--- src/hdl/ctp_pkg.sv ---
`default_nettype none
// ----------------------------------------------------------------------------
// ctp_pkg
// Shared result types and output kind codes for the Content-Type parser.
// ----------------------------------------------------------------------------
package ctp_pkg;

    localparam logic [2:0] KIND_MAJOR = 3'd0;
    localparam logic [2:0] KIND_NAME  = 3'd1;
    localparam logic [2:0] KIND_VALUE = 3'd2;
    localparam logic [2:0] KIND_PARAM = 3'd3;
    localparam logic [2:0] KIND_DONE  = 3'd4;

    localparam int MaxResults = 3;

    typedef struct packed {
        logic [2:0] kind;
        logic [7:0] out_char;
        logic       halted;
        logic       last_of_run;
    } result_t;

    // All results caused by one character, first result in slot 0.
    typedef struct packed {
        result_t [MaxResults-1:0] res;
        logic    [1:0]            cnt;
    } burst_t;

endpackage : ctp_pkg
`default_nettype wire

--- src/hdl/ctp_in_if.sv ---
`default_nettype none
// ----------------------------------------------------------------------------
// ctp_in_if
// Character request channel: one header-value character per request.
// ----------------------------------------------------------------------------
interface ctp_in_if;
    logic       valid;
    logic       ready;
    logic [7:0] ch;
    logic       end_of_value;

    modport source (output valid, output ch, output end_of_value, input ready);
    modport sink   (input valid, input ch, input end_of_value, output ready);
endinterface : ctp_in_if
`default_nettype wire

--- src/hdl/ctp_out_if.sv ---
`default_nettype none
// ----------------------------------------------------------------------------
// ctp_out_if
// Result request channel: one tagged character or marker per request.
// ----------------------------------------------------------------------------
interface ctp_out_if;
    logic       valid;
    logic       ready;
    logic [2:0] kind;
    logic [7:0] out_char;
    logic       halted;
    logic       last_of_run;

    modport source (output valid, output kind, output out_char, output halted,
                    output last_of_run, input ready);
    modport sink   (input valid, input kind, input out_char, input halted,
                    input last_of_run, output ready);
endinterface : ctp_out_if
`default_nettype wire

--- src/hdl/content_type_header_parser.sv ---
// A result is offered from the result register, which is loaded when its character is accepted.
// Throughput: one character per cycle while each character causes at most one result and
// results are taken at once; a character causing several results holds the input until its
// last result is being taken, as the single read port of the result register hands them out
// one at a time. Reset: parse state returns to start of value and the result register empties.
`default_nettype none
// ----------------------------------------------------------------------------
// content_type_header_parser
// Streaming parser for Content-Type style header values, one character per
// request, giving tagged characters, parameter markers and a done marker.
// ----------------------------------------------------------------------------
module content_type_header_parser (
    input  wire logic  clk,
    input  wire logic  rst_n,
    ctp_in_if.sink     item,
    ctp_out_if.source  result
);
    import ctp_pkg::*;

    // The parser works straight on the incoming request. Its state moves on
    // only when the request is accepted, and every result it produces for
    // that character is captured together in the result register.
    burst_t  burst;
    result_t head;
    logic    can_load;
    logic    accept;

    // A new request is taken whenever the result register is free or is
    // handing out its final pending result in this cycle, so a stream of
    // single-result characters flows at full rate while the results are
    // being taken.
    assign item.ready = can_load;
    assign accept     = item.valid && can_load;

    ctp_parser u_parser (
        .clk          (clk),
        .rst_n        (rst_n),
        .accept       (accept),
        .ch           (item.ch),
        .end_of_value (item.end_of_value),
        .burst        (burst)
    );

    // Characters that cause no result (spaces, separators, quotes, the
    // escape character) still load the register, with a count of zero.
    ctp_resq u_resq (
        .clk       (clk),
        .rst_n     (rst_n),
        .load      (accept),
        .burst     (burst),
        .can_load  (can_load),
        .out_valid (result.valid),
        .out_ready (result.ready),
        .out_res   (head)
    );

    assign result.kind        = head.kind;
    assign result.out_char    = head.out_char;
    assign result.halted      = head.halted;
    assign result.last_of_run = head.last_of_run;

endmodule : content_type_header_parser
`default_nettype wire

--- src/hdl/ctp_parser.sv ---
`default_nettype none
// ----------------------------------------------------------------------------
// ctp_parser
// Parse state machine: classifies one character and lists its results.
// ----------------------------------------------------------------------------
module ctp_parser (
    input  wire logic            clk,
    input  wire logic            rst_n,
    input  wire logic            accept,
    input  wire logic [7:0]      ch,
    input  wire logic            end_of_value,
    output ctp_pkg::burst_t      burst
);
    import ctp_pkg::*;

    typedef enum logic [3:0] {
        PS_START, PS_MAJOR, PS_MAJOR_SP, PS_SEMI, PS_NAME,
        PS_NAME_SP, PS_EQ, PS_VALUE, PS_ESC, PS_HALT
    } pstate_t;

    typedef enum logic [1:0] {
        Q_NONE, Q_SINGLE, Q_DOUBLE
    } quote_t;

    localparam logic [7:0] CH_SEMI   = 8'h3B;
    localparam logic [7:0] CH_EQ     = 8'h3D;
    localparam logic [7:0] CH_DQUOTE = 8'h22;
    localparam logic [7:0] CH_SQUOTE = 8'h27;
    localparam logic [7:0] CH_BSLASH = 8'h5C;
    localparam logic [7:0] CH_UNDER  = 8'h5F;
    localparam logic [7:0] CH_DOT    = 8'h2E;
    localparam logic [7:0] CH_DASH   = 8'h2D;

    pstate_t    state_reg, state_next;
    quote_t     quote_reg, quote_next;
    logic       is_sp, is_gr, is_an;
    logic       m_valid, f_valid;
    logic [2:0] m_kind;
    logic       done_halted;
    result_t    m_res, f_res, d_res;
    logic [1:0] n;

    assign is_sp = (ch == 8'h20) || (ch >= 8'h09 && ch <= 8'h0D);
    assign is_gr = (ch >= 8'h21) && (ch <= 8'h7E);
    assign is_an = (ch >= 8'h30 && ch <= 8'h39) || (ch >= 8'h41 && ch <= 8'h5A)
                || (ch >= 8'h61 && ch <= 8'h7A);

    always_comb
    begin
        state_next  = state_reg;
        quote_next  = quote_reg;
        m_valid     = 1'b0;
        m_kind      = KIND_MAJOR;
        f_valid     = 1'b0;
        done_halted = 1'b0;
        case (state_reg)
            PS_START:
            begin
                if (is_sp) state_next = PS_START;
                else if (ch == CH_SEMI) state_next = PS_SEMI;
                else if (is_gr)
                begin
                    m_valid    = 1'b1;
                    state_next = PS_MAJOR;
                end
                else state_next = PS_HALT;
            end
            PS_MAJOR:
            begin
                if (is_sp) state_next = PS_MAJOR_SP;
                else if (ch == CH_SEMI) state_next = PS_SEMI;
                else if (is_gr) m_valid = 1'b1;
                else state_next = PS_HALT;
            end
            PS_MAJOR_SP:
            begin
                if (is_sp) state_next = PS_MAJOR_SP;
                else if (ch == CH_SEMI) state_next = PS_SEMI;
                else state_next = PS_HALT;
            end
            PS_SEMI:
            begin
                if (is_sp || ch == CH_SEMI) state_next = PS_SEMI;
                else if (is_an || ch == CH_UNDER)
                begin
                    m_valid    = 1'b1;
                    m_kind     = KIND_NAME;
                    state_next = PS_NAME;
                end
                else state_next = PS_HALT;
            end
            PS_NAME:
            begin
                if (is_sp) state_next = PS_NAME_SP;
                else if (ch == CH_EQ) state_next = PS_EQ;
                else if (is_an || ch == CH_UNDER || ch == CH_DOT || ch == CH_DASH)
                begin
                    m_valid = 1'b1;
                    m_kind  = KIND_NAME;
                end
                else state_next = PS_HALT;
            end
            PS_NAME_SP:
            begin
                if (is_sp) state_next = PS_NAME_SP;
                else if (ch == CH_EQ) state_next = PS_EQ;
                else state_next = PS_HALT;
            end
            PS_EQ:
            begin
                if (is_sp) state_next = PS_EQ;
                else if (ch == CH_DQUOTE)
                begin
                    quote_next = Q_DOUBLE;
                    state_next = PS_VALUE;
                end
                else if (ch == CH_SQUOTE)
                begin
                    quote_next = Q_SINGLE;
                    state_next = PS_VALUE;
                end
                else
                begin
                    m_valid    = 1'b1;
                    m_kind     = KIND_VALUE;
                    quote_next = Q_NONE;
                    state_next = PS_VALUE;
                end
            end
            PS_VALUE:
            begin
                if ((ch == CH_DQUOTE && quote_reg == Q_DOUBLE)
                    || (ch == CH_SQUOTE && quote_reg == Q_SINGLE)
                    || (ch == CH_SEMI && quote_reg == Q_NONE))
                begin
                    m_valid    = 1'b1;
                    m_kind     = KIND_PARAM;
                    state_next = PS_SEMI;
                end
                else if (ch == CH_BSLASH && quote_reg != Q_NONE)
                begin
                    state_next = PS_ESC;
                end
                else
                begin
                    m_valid = 1'b1;
                    m_kind  = KIND_VALUE;
                end
            end
            PS_ESC:
            begin
                m_valid    = 1'b1;
                m_kind     = KIND_VALUE;
                state_next = PS_VALUE;
            end
            default: state_next = PS_HALT;
        endcase

        // The last character closes any open parameter and ends the value.
        if (end_of_value)
        begin
            f_valid     = state_next inside {PS_EQ, PS_VALUE, PS_ESC};
            done_halted = (state_next == PS_HALT);
            state_next  = PS_START;
            quote_next  = Q_NONE;
        end
    end

    always_comb
    begin
        m_res.kind        = m_kind;
        m_res.out_char    = (m_kind == KIND_PARAM) ? 8'h00 : ch;
        m_res.halted      = 1'b0;
        m_res.last_of_run = 1'b0;
        f_res.kind        = KIND_PARAM;
        f_res.out_char    = 8'h00;
        f_res.halted      = 1'b0;
        f_res.last_of_run = 1'b0;
        d_res.kind        = KIND_DONE;
        d_res.out_char    = 8'h00;
        d_res.halted      = done_halted;
        d_res.last_of_run = 1'b0;

        burst = '0;
        n     = 2'd0;
        if (m_valid)
        begin
            burst.res[n] = m_res;
            n            = n + 2'd1;
        end
        if (f_valid)
        begin
            burst.res[n] = f_res;
            n            = n + 2'd1;
        end
        if (end_of_value)
        begin
            burst.res[n] = d_res;
            n            = n + 2'd1;
        end
        if (n != 2'd0)
        begin
            burst.res[n - 2'd1].last_of_run = 1'b1;
        end
        burst.cnt = n;
    end

    always_ff @(posedge clk or negedge rst_n)
    begin
        if (!rst_n)
        begin
            state_reg <= PS_START;
            quote_reg <= Q_NONE;
        end
        else if (accept)
        begin
            state_reg <= state_next;
            quote_reg <= quote_next;
        end
    end

endmodule : ctp_parser
`default_nettype wire

--- src/hdl/ctp_resq.sv ---
`default_nettype none
// ----------------------------------------------------------------------------
// ctp_resq
// Result register: holds the results of one character and hands them out
// one per cycle while the receiver takes them.
// ----------------------------------------------------------------------------
module ctp_resq (
    input  wire logic            clk,
    input  wire logic            rst_n,
    input  wire logic            load,
    input  wire ctp_pkg::burst_t burst,
    output logic                 can_load,
    output logic                 out_valid,
    input  wire logic            out_ready,
    output ctp_pkg::result_t     out_res
);
    import ctp_pkg::*;

    result_t [MaxResults-1:0] slots_reg;
    logic    [1:0]            cnt_reg, cnt_next;
    logic    [1:0]            rd_reg, rd_next;
    logic                     take;

    assign out_valid = (cnt_reg != 2'd0);
    assign out_res   = slots_reg[rd_reg];
    assign take      = out_valid && out_ready;
    // Empty, or the final pending result leaves in this cycle.
    assign can_load  = (cnt_reg == 2'd0) || (cnt_reg == 2'd1 && out_ready);

    always_comb
    begin
        cnt_next = cnt_reg;
        rd_next  = rd_reg;
        if (load)
        begin
            cnt_next = burst.cnt;
            rd_next  = 2'd0;
        end
        else if (take)
        begin
            cnt_next = cnt_reg - 2'd1;
            rd_next  = rd_reg + 2'd1;
        end
    end

    always_ff @(posedge clk or negedge rst_n)
    begin
        if (!rst_n)
        begin
            cnt_reg <= 2'd0;
            rd_reg  <= 2'd0;
        end
        else
        begin
            cnt_reg <= cnt_next;
            rd_reg  <= rd_next;
        end
    end

    always_ff @(posedge clk)
    begin
        if (load)
        begin
            slots_reg <= burst.res;
        end
    end

endmodule : ctp_resq
`default_nettype wire

--- src/flat_wrapper.sv ---
// flat-port wrapper written by rule: the top's interface ports become plain ports
module content_type_header_parser_flat import ctp_pkg::*;
  (clk, rst_n, item_valid, item_ch, item_end_of_value, item_ready, result_valid, result_kind, result_out_char, result_halted, result_last_of_run, result_ready);
  ctp_in_if item_i ();
  ctp_out_if result_i ();
  input  wire logic clk;
  input  wire logic rst_n;
  input wire logic [$bits(item_i.valid)-1:0] item_valid;
  input wire logic [$bits(item_i.ch)-1:0] item_ch;
  input wire logic [$bits(item_i.end_of_value)-1:0] item_end_of_value;
  output wire logic [$bits(item_i.ready)-1:0] item_ready;
  output wire logic [$bits(result_i.valid)-1:0] result_valid;
  output wire logic [$bits(result_i.kind)-1:0] result_kind;
  output wire logic [$bits(result_i.out_char)-1:0] result_out_char;
  output wire logic [$bits(result_i.halted)-1:0] result_halted;
  output wire logic [$bits(result_i.last_of_run)-1:0] result_last_of_run;
  input wire logic [$bits(result_i.ready)-1:0] result_ready;
  assign item_i.valid = item_valid;
  assign item_i.ch = item_ch;
  assign item_i.end_of_value = item_end_of_value;
  assign item_ready = item_i.ready;
  assign result_valid = result_i.valid;
  assign result_kind = result_i.kind;
  assign result_out_char = result_i.out_char;
  assign result_halted = result_i.halted;
  assign result_last_of_run = result_i.last_of_run;
  assign result_i.ready = result_ready;
  content_type_header_parser u_core (.clk(clk), .rst_n(rst_n), .item(item_i), .result(result_i));
endmodule
--- config.mk ---
export PLATFORM = sky130hd
export DESIGN_NAME = content_type_header_parser_flat
export DESIGN_NICKNAME = d
export VERILOG_FILES = /design/src/hdl/ctp_pkg.sv /design/src/hdl/ctp_in_if.sv /design/src/hdl/ctp_out_if.sv /design/src/hdl/content_type_header_parser.sv /design/src/hdl/ctp_parser.sv /design/src/hdl/ctp_resq.sv /design/src/flat_wrapper.sv
export SDC_FILE = /design/constraint.sdc
export NUM_CORES = 1
export LEC_CHECK = 0
export ABC_AREA = 0
export BUFFER_PORTS_ARGS = -buffer_cell sky130_fd_sc_hd__buf_4
export CORE_MARGIN = 2
export CORE_UTILIZATION = 50
export CTS_CLUSTER_DIAMETER = 100
export DETAILED_ROUTE_END_ITERATION = 10
export PLACE_DENSITY = 0.75
export SLEW_MARGIN = 5
export SYNTH_ARGS = -nofsm -noshare
export SYNTH_HDL_FRONTEND = slang
export SYNTH_HIERARCHICAL = 1
export SYNTH_SLANG_ARGS = --single-unit
--- constraint.sdc ---
create_clock -name clk -period 4 [get_ports clk]
set_input_delay 0 -clock clk [delete_from_list [all_inputs] [get_ports clk]]
set_output_delay 0 -clock clk [all_outputs]
set_load 0.01 [all_outputs]
==> results.py <==
metrics = {
    "hold_path": {
        "hold_path_end": "u_core/u_parser/quote_reg[1]",
        "hold_depth": 2,
        "min-delay-start": "item_ch[2]",
        "hp-class": "input pin to flop",
    },
    "synthesis": {
        "synthArstFlopShare_pct": 20.41,
        "synth.area.top_cells": "edfxtp_1, dfrtp_1, buf_4, mux2i_1, nand2_1",
        "synth-warning-count": 6,
        "synth_largest_area_cell": "edfxtp_1",
        "yosys-top-cells-count": "edfxtp_1, nand2_1, buf_4",
        "syn-mean-instance-area_um2": 10.38,
        "synth_top_cell_area_share_pct": 38.25,
        "synth_ff_type": "edfxtp_1",
        "synth-edff-count": 39,
        "postSynthCellCount": 295,
        "ys_seq_area_share_pct": 46.42,
        "synth_most_common_cell": "edfxtp_1",
        "ys_ff_latch": 49,
        "synth_area_um2": 3062,
        "netlist-cell-type-count": 67,
    },
    "die": {
        "die_y_um": 82.25,
        "ios": 28,
        "die-area_um2": 6765,
        "initial_core_util_pct": 51.71,
        "die_width_um": 82.25,
        "rows": 28,
        "core_um2": 5921,
    },
    "clocking": {
        "clk_path_buf_depth": 2,
        "clk_pin_slew_ps": 90,
        "cts_sinks": 49,
        "cts_tree": "built",
        "clk_latency_ps": 290,
        "postCtsSetupRepairBufs": 0,
        "cts_max_level": 2,
        "cts_root_buf": "clkbuf_8",
        "cts_buffers": 5,
    },
    "timing": {
        "fmax_mhz": 296.4,
        "tightest_slew_ps": 896.4,
        "slew_viol_final": 0,
        "tns_ps": 0,
        "min_period_ps": 3373,
        "final.setup_skew_ps": 4.508,
        "finalHoldViolCount": 0,
        "setup_viol": 0,
        "min_period_over_period_pct": 84.34,
        "rsz0062_at_grt": "false",
        "slew_headroom_pct": 40.24,
    },
    "outcome": {
        "status": "complete, no violations",
    },
    "drt": {
        "wl_um": 5931,
        "viasPerCell": 5.703,
        "vias": 2247,
        "wl_per_cell_um": 15.05,
        "drt.antenna.violating_nets": 0,
        "drc": 0,
        "first_iter_violations": 164,
        "firstDrtPassIters": 5,
    },
    "setup_path": {
        "reg2reg_from": "u_core/u_parser/state_reg[2]",
        "path_class": "flop to flop",
        "slowest_stage": "or4_1",
        "crit_path_start_kind": "flop",
        "crit_fanout": 12,
        "crit_path_end_kind": "flop",
        "regToRegSetupSlack_ps": 630,
        "worst_r2r_endpoint": "u_core/u_resq/slots_reg[2]",
        "path_cells": "nor2b_1 > nand2_1 > or4_1 > a21oi_1 > o221ai_4 > ha_1 > nand2_1 > o31ai_1 > nor3b_1",
        "crit_path_frequent_cell": "nand2_1",
        "arrival_ps": 3480,
        "cp.required_ps": 4110,
        "crit_path_max_incr_delay_ps": 580,
        "reg2reg_depth": 9,
    },
    "cells_and_area": {
        "syn_to_final_growth_pct": 9.563,
        "nets": 336,
        "drive_above_1_share_pct": 15.99,
        "largest_reg_flops": 39,
        "fillers": 535,
        "design_area_um2": 3354,
        "antenna-diode-count": 0,
    },
    "power_and_ir_drop": {
        "power.density_nw_per_um2": 628.9,
        "ir_drop_v": 0.0004174,
        "power.static_leakage_nw": 1.323,
    },
    "global_routing": {
        "grt_max_degree": 39,
        "grt_pass1_vias": 2053,
        "grt_usage_pct": 19.21,
        "antenna_found_initial": 0,
        "grt_pass1_wl_um": 9929,
        "grt-ovfl-total": 0,
    },
    "placement": {
        "portBuffers": 27,
        "place_area_um2": 3201,
        "dp_hpwl_um": 4371,
        "gp_congestion": 0.8976,
    },
    "run": {
        "cap_violations": 0,
    },
}
-- worst max-delay path, delay by kind of cell (launching register included) --
| kind | cells | cell delay [ps] |
|---|---|---|
| and+or+nand+nor | 5 | 1680 |
| DFF | 1 | 570 |
| adders and majority gates | 1 | 240 |
| AOI/OAI and AO/OA | 3 | 690 |
-- where the power goes --
group / internal [mW] / switching (mW) / leakage (nW)
Clock: 0.248 / 0.157 / 0.0681
Sequential: 0.735 / 0.118 / 0.501
Combinational: 0.383 / 0.469 / 0.753
Total: 1.37 / 0.744 / 1.32
-- worst max path at each step --
stage | slack, ps | to | cells after the start | startpoint
final | 630 | u_core/u_resq/slots_reg[2] | 9 | u_core/u_parser/state_reg[2]
after global routing | 410 | u_core/u_resq/slots_reg[4] | 10 | u_core/u_parser/state_reg[2]
after CTS | 650 | u_core/u_resq/slots_reg[2] | 9 | u_core/u_parser/state_reg[2]
after detailed placement | 710 | u_core/u_resq/slots_reg[26] | 9 | u_core/u_parser/state_reg[2]
after global placement | 810 | u_core/u_resq/slots_reg[26] | 9 | u_core/u_parser/state_reg[2]
after floorplan | 1130 | u_core/u_resq/slots_reg[0] | 10 | u_core/u_parser/state_reg[3]
-- stage by stage --
stage | hold slack [ps] | std cells | utilization [%] | setup slack, ps | total power [mW]
global route | 31.93 | 394 | 56.66 | 411.0 | 2.258
floorplan | -295.6 | 313 | - | 1127 | 1.460
detailed placement | -154.6 | 384 | 54.06 | 706.5 | 1.715
finish | 18.85 | 394 | 56.66 | 626.6 | 2.110
CTS | 14.02 | 394 | 56.66 | 645.7 | 2.122
global placement | -153.9 | 384 | 54.06 | 809.9 | 1.703
-- final cells by class --
cell class                      count  area (um2)  share of cell area, %
Clock buffer                        5       68.82                  2.051
Clock inverter                      3       65.06                  1.940
Inverter                           15       56.30                  1.678
Multi-Input combinational cell    217        1419                  42.30
Sequential cell                    49        1421                  42.37
Tap cell                           75       93.84                  2.797
Timing Repair Buffer               30       230.2                  6.863
-- timing repair --
item / CTS / global route
resized for setup: 0 / 0
hold endpoints to repair: 11 / 0
hold buffers: 2 / 0
-- cell usage in the layout (no fill, tap or decap), types with 4 or more instances in the layout --
cell type,instances
edfxtp_1,39
nand2_1,34
buf_4,28
conb_1,19
inv_1,14
nor2_1,14
mux2i_1,14
o21ai_1,14
o21ai_0,10
dfrtp_1,10
a21oi_1,7
nand3_1,6
nor3_1,6
clkbuf_8,5
and3_1,5
nor4_1,5
o22ai_1,5
nor3b_1,5
ha_1,5
xnor2_1,4
-- layer usage --
layer | GRT usage, % | routed length [um]
met1 | 26.02 | 2686
met2 | 30.08 | 2735
met3 | 3.587 | 364
met4 | 8.333 | 144
met5 | 0 | 0
-- cells by family after synthesis --
family	after synthesis	synth area share, %
buffers and inverters	47	9.481
flip-flops	49	46.42
adder cells (fa/ha/maj)	5	2.043
multiplexers	15	5.067
other	1	0.1225
AO/OA/AOI/OAI	64	14.59
XOR/XNOR	5	1.430
AND/OR/NAND/NOR	109	20.84
(Power assumes the default switching activity.)
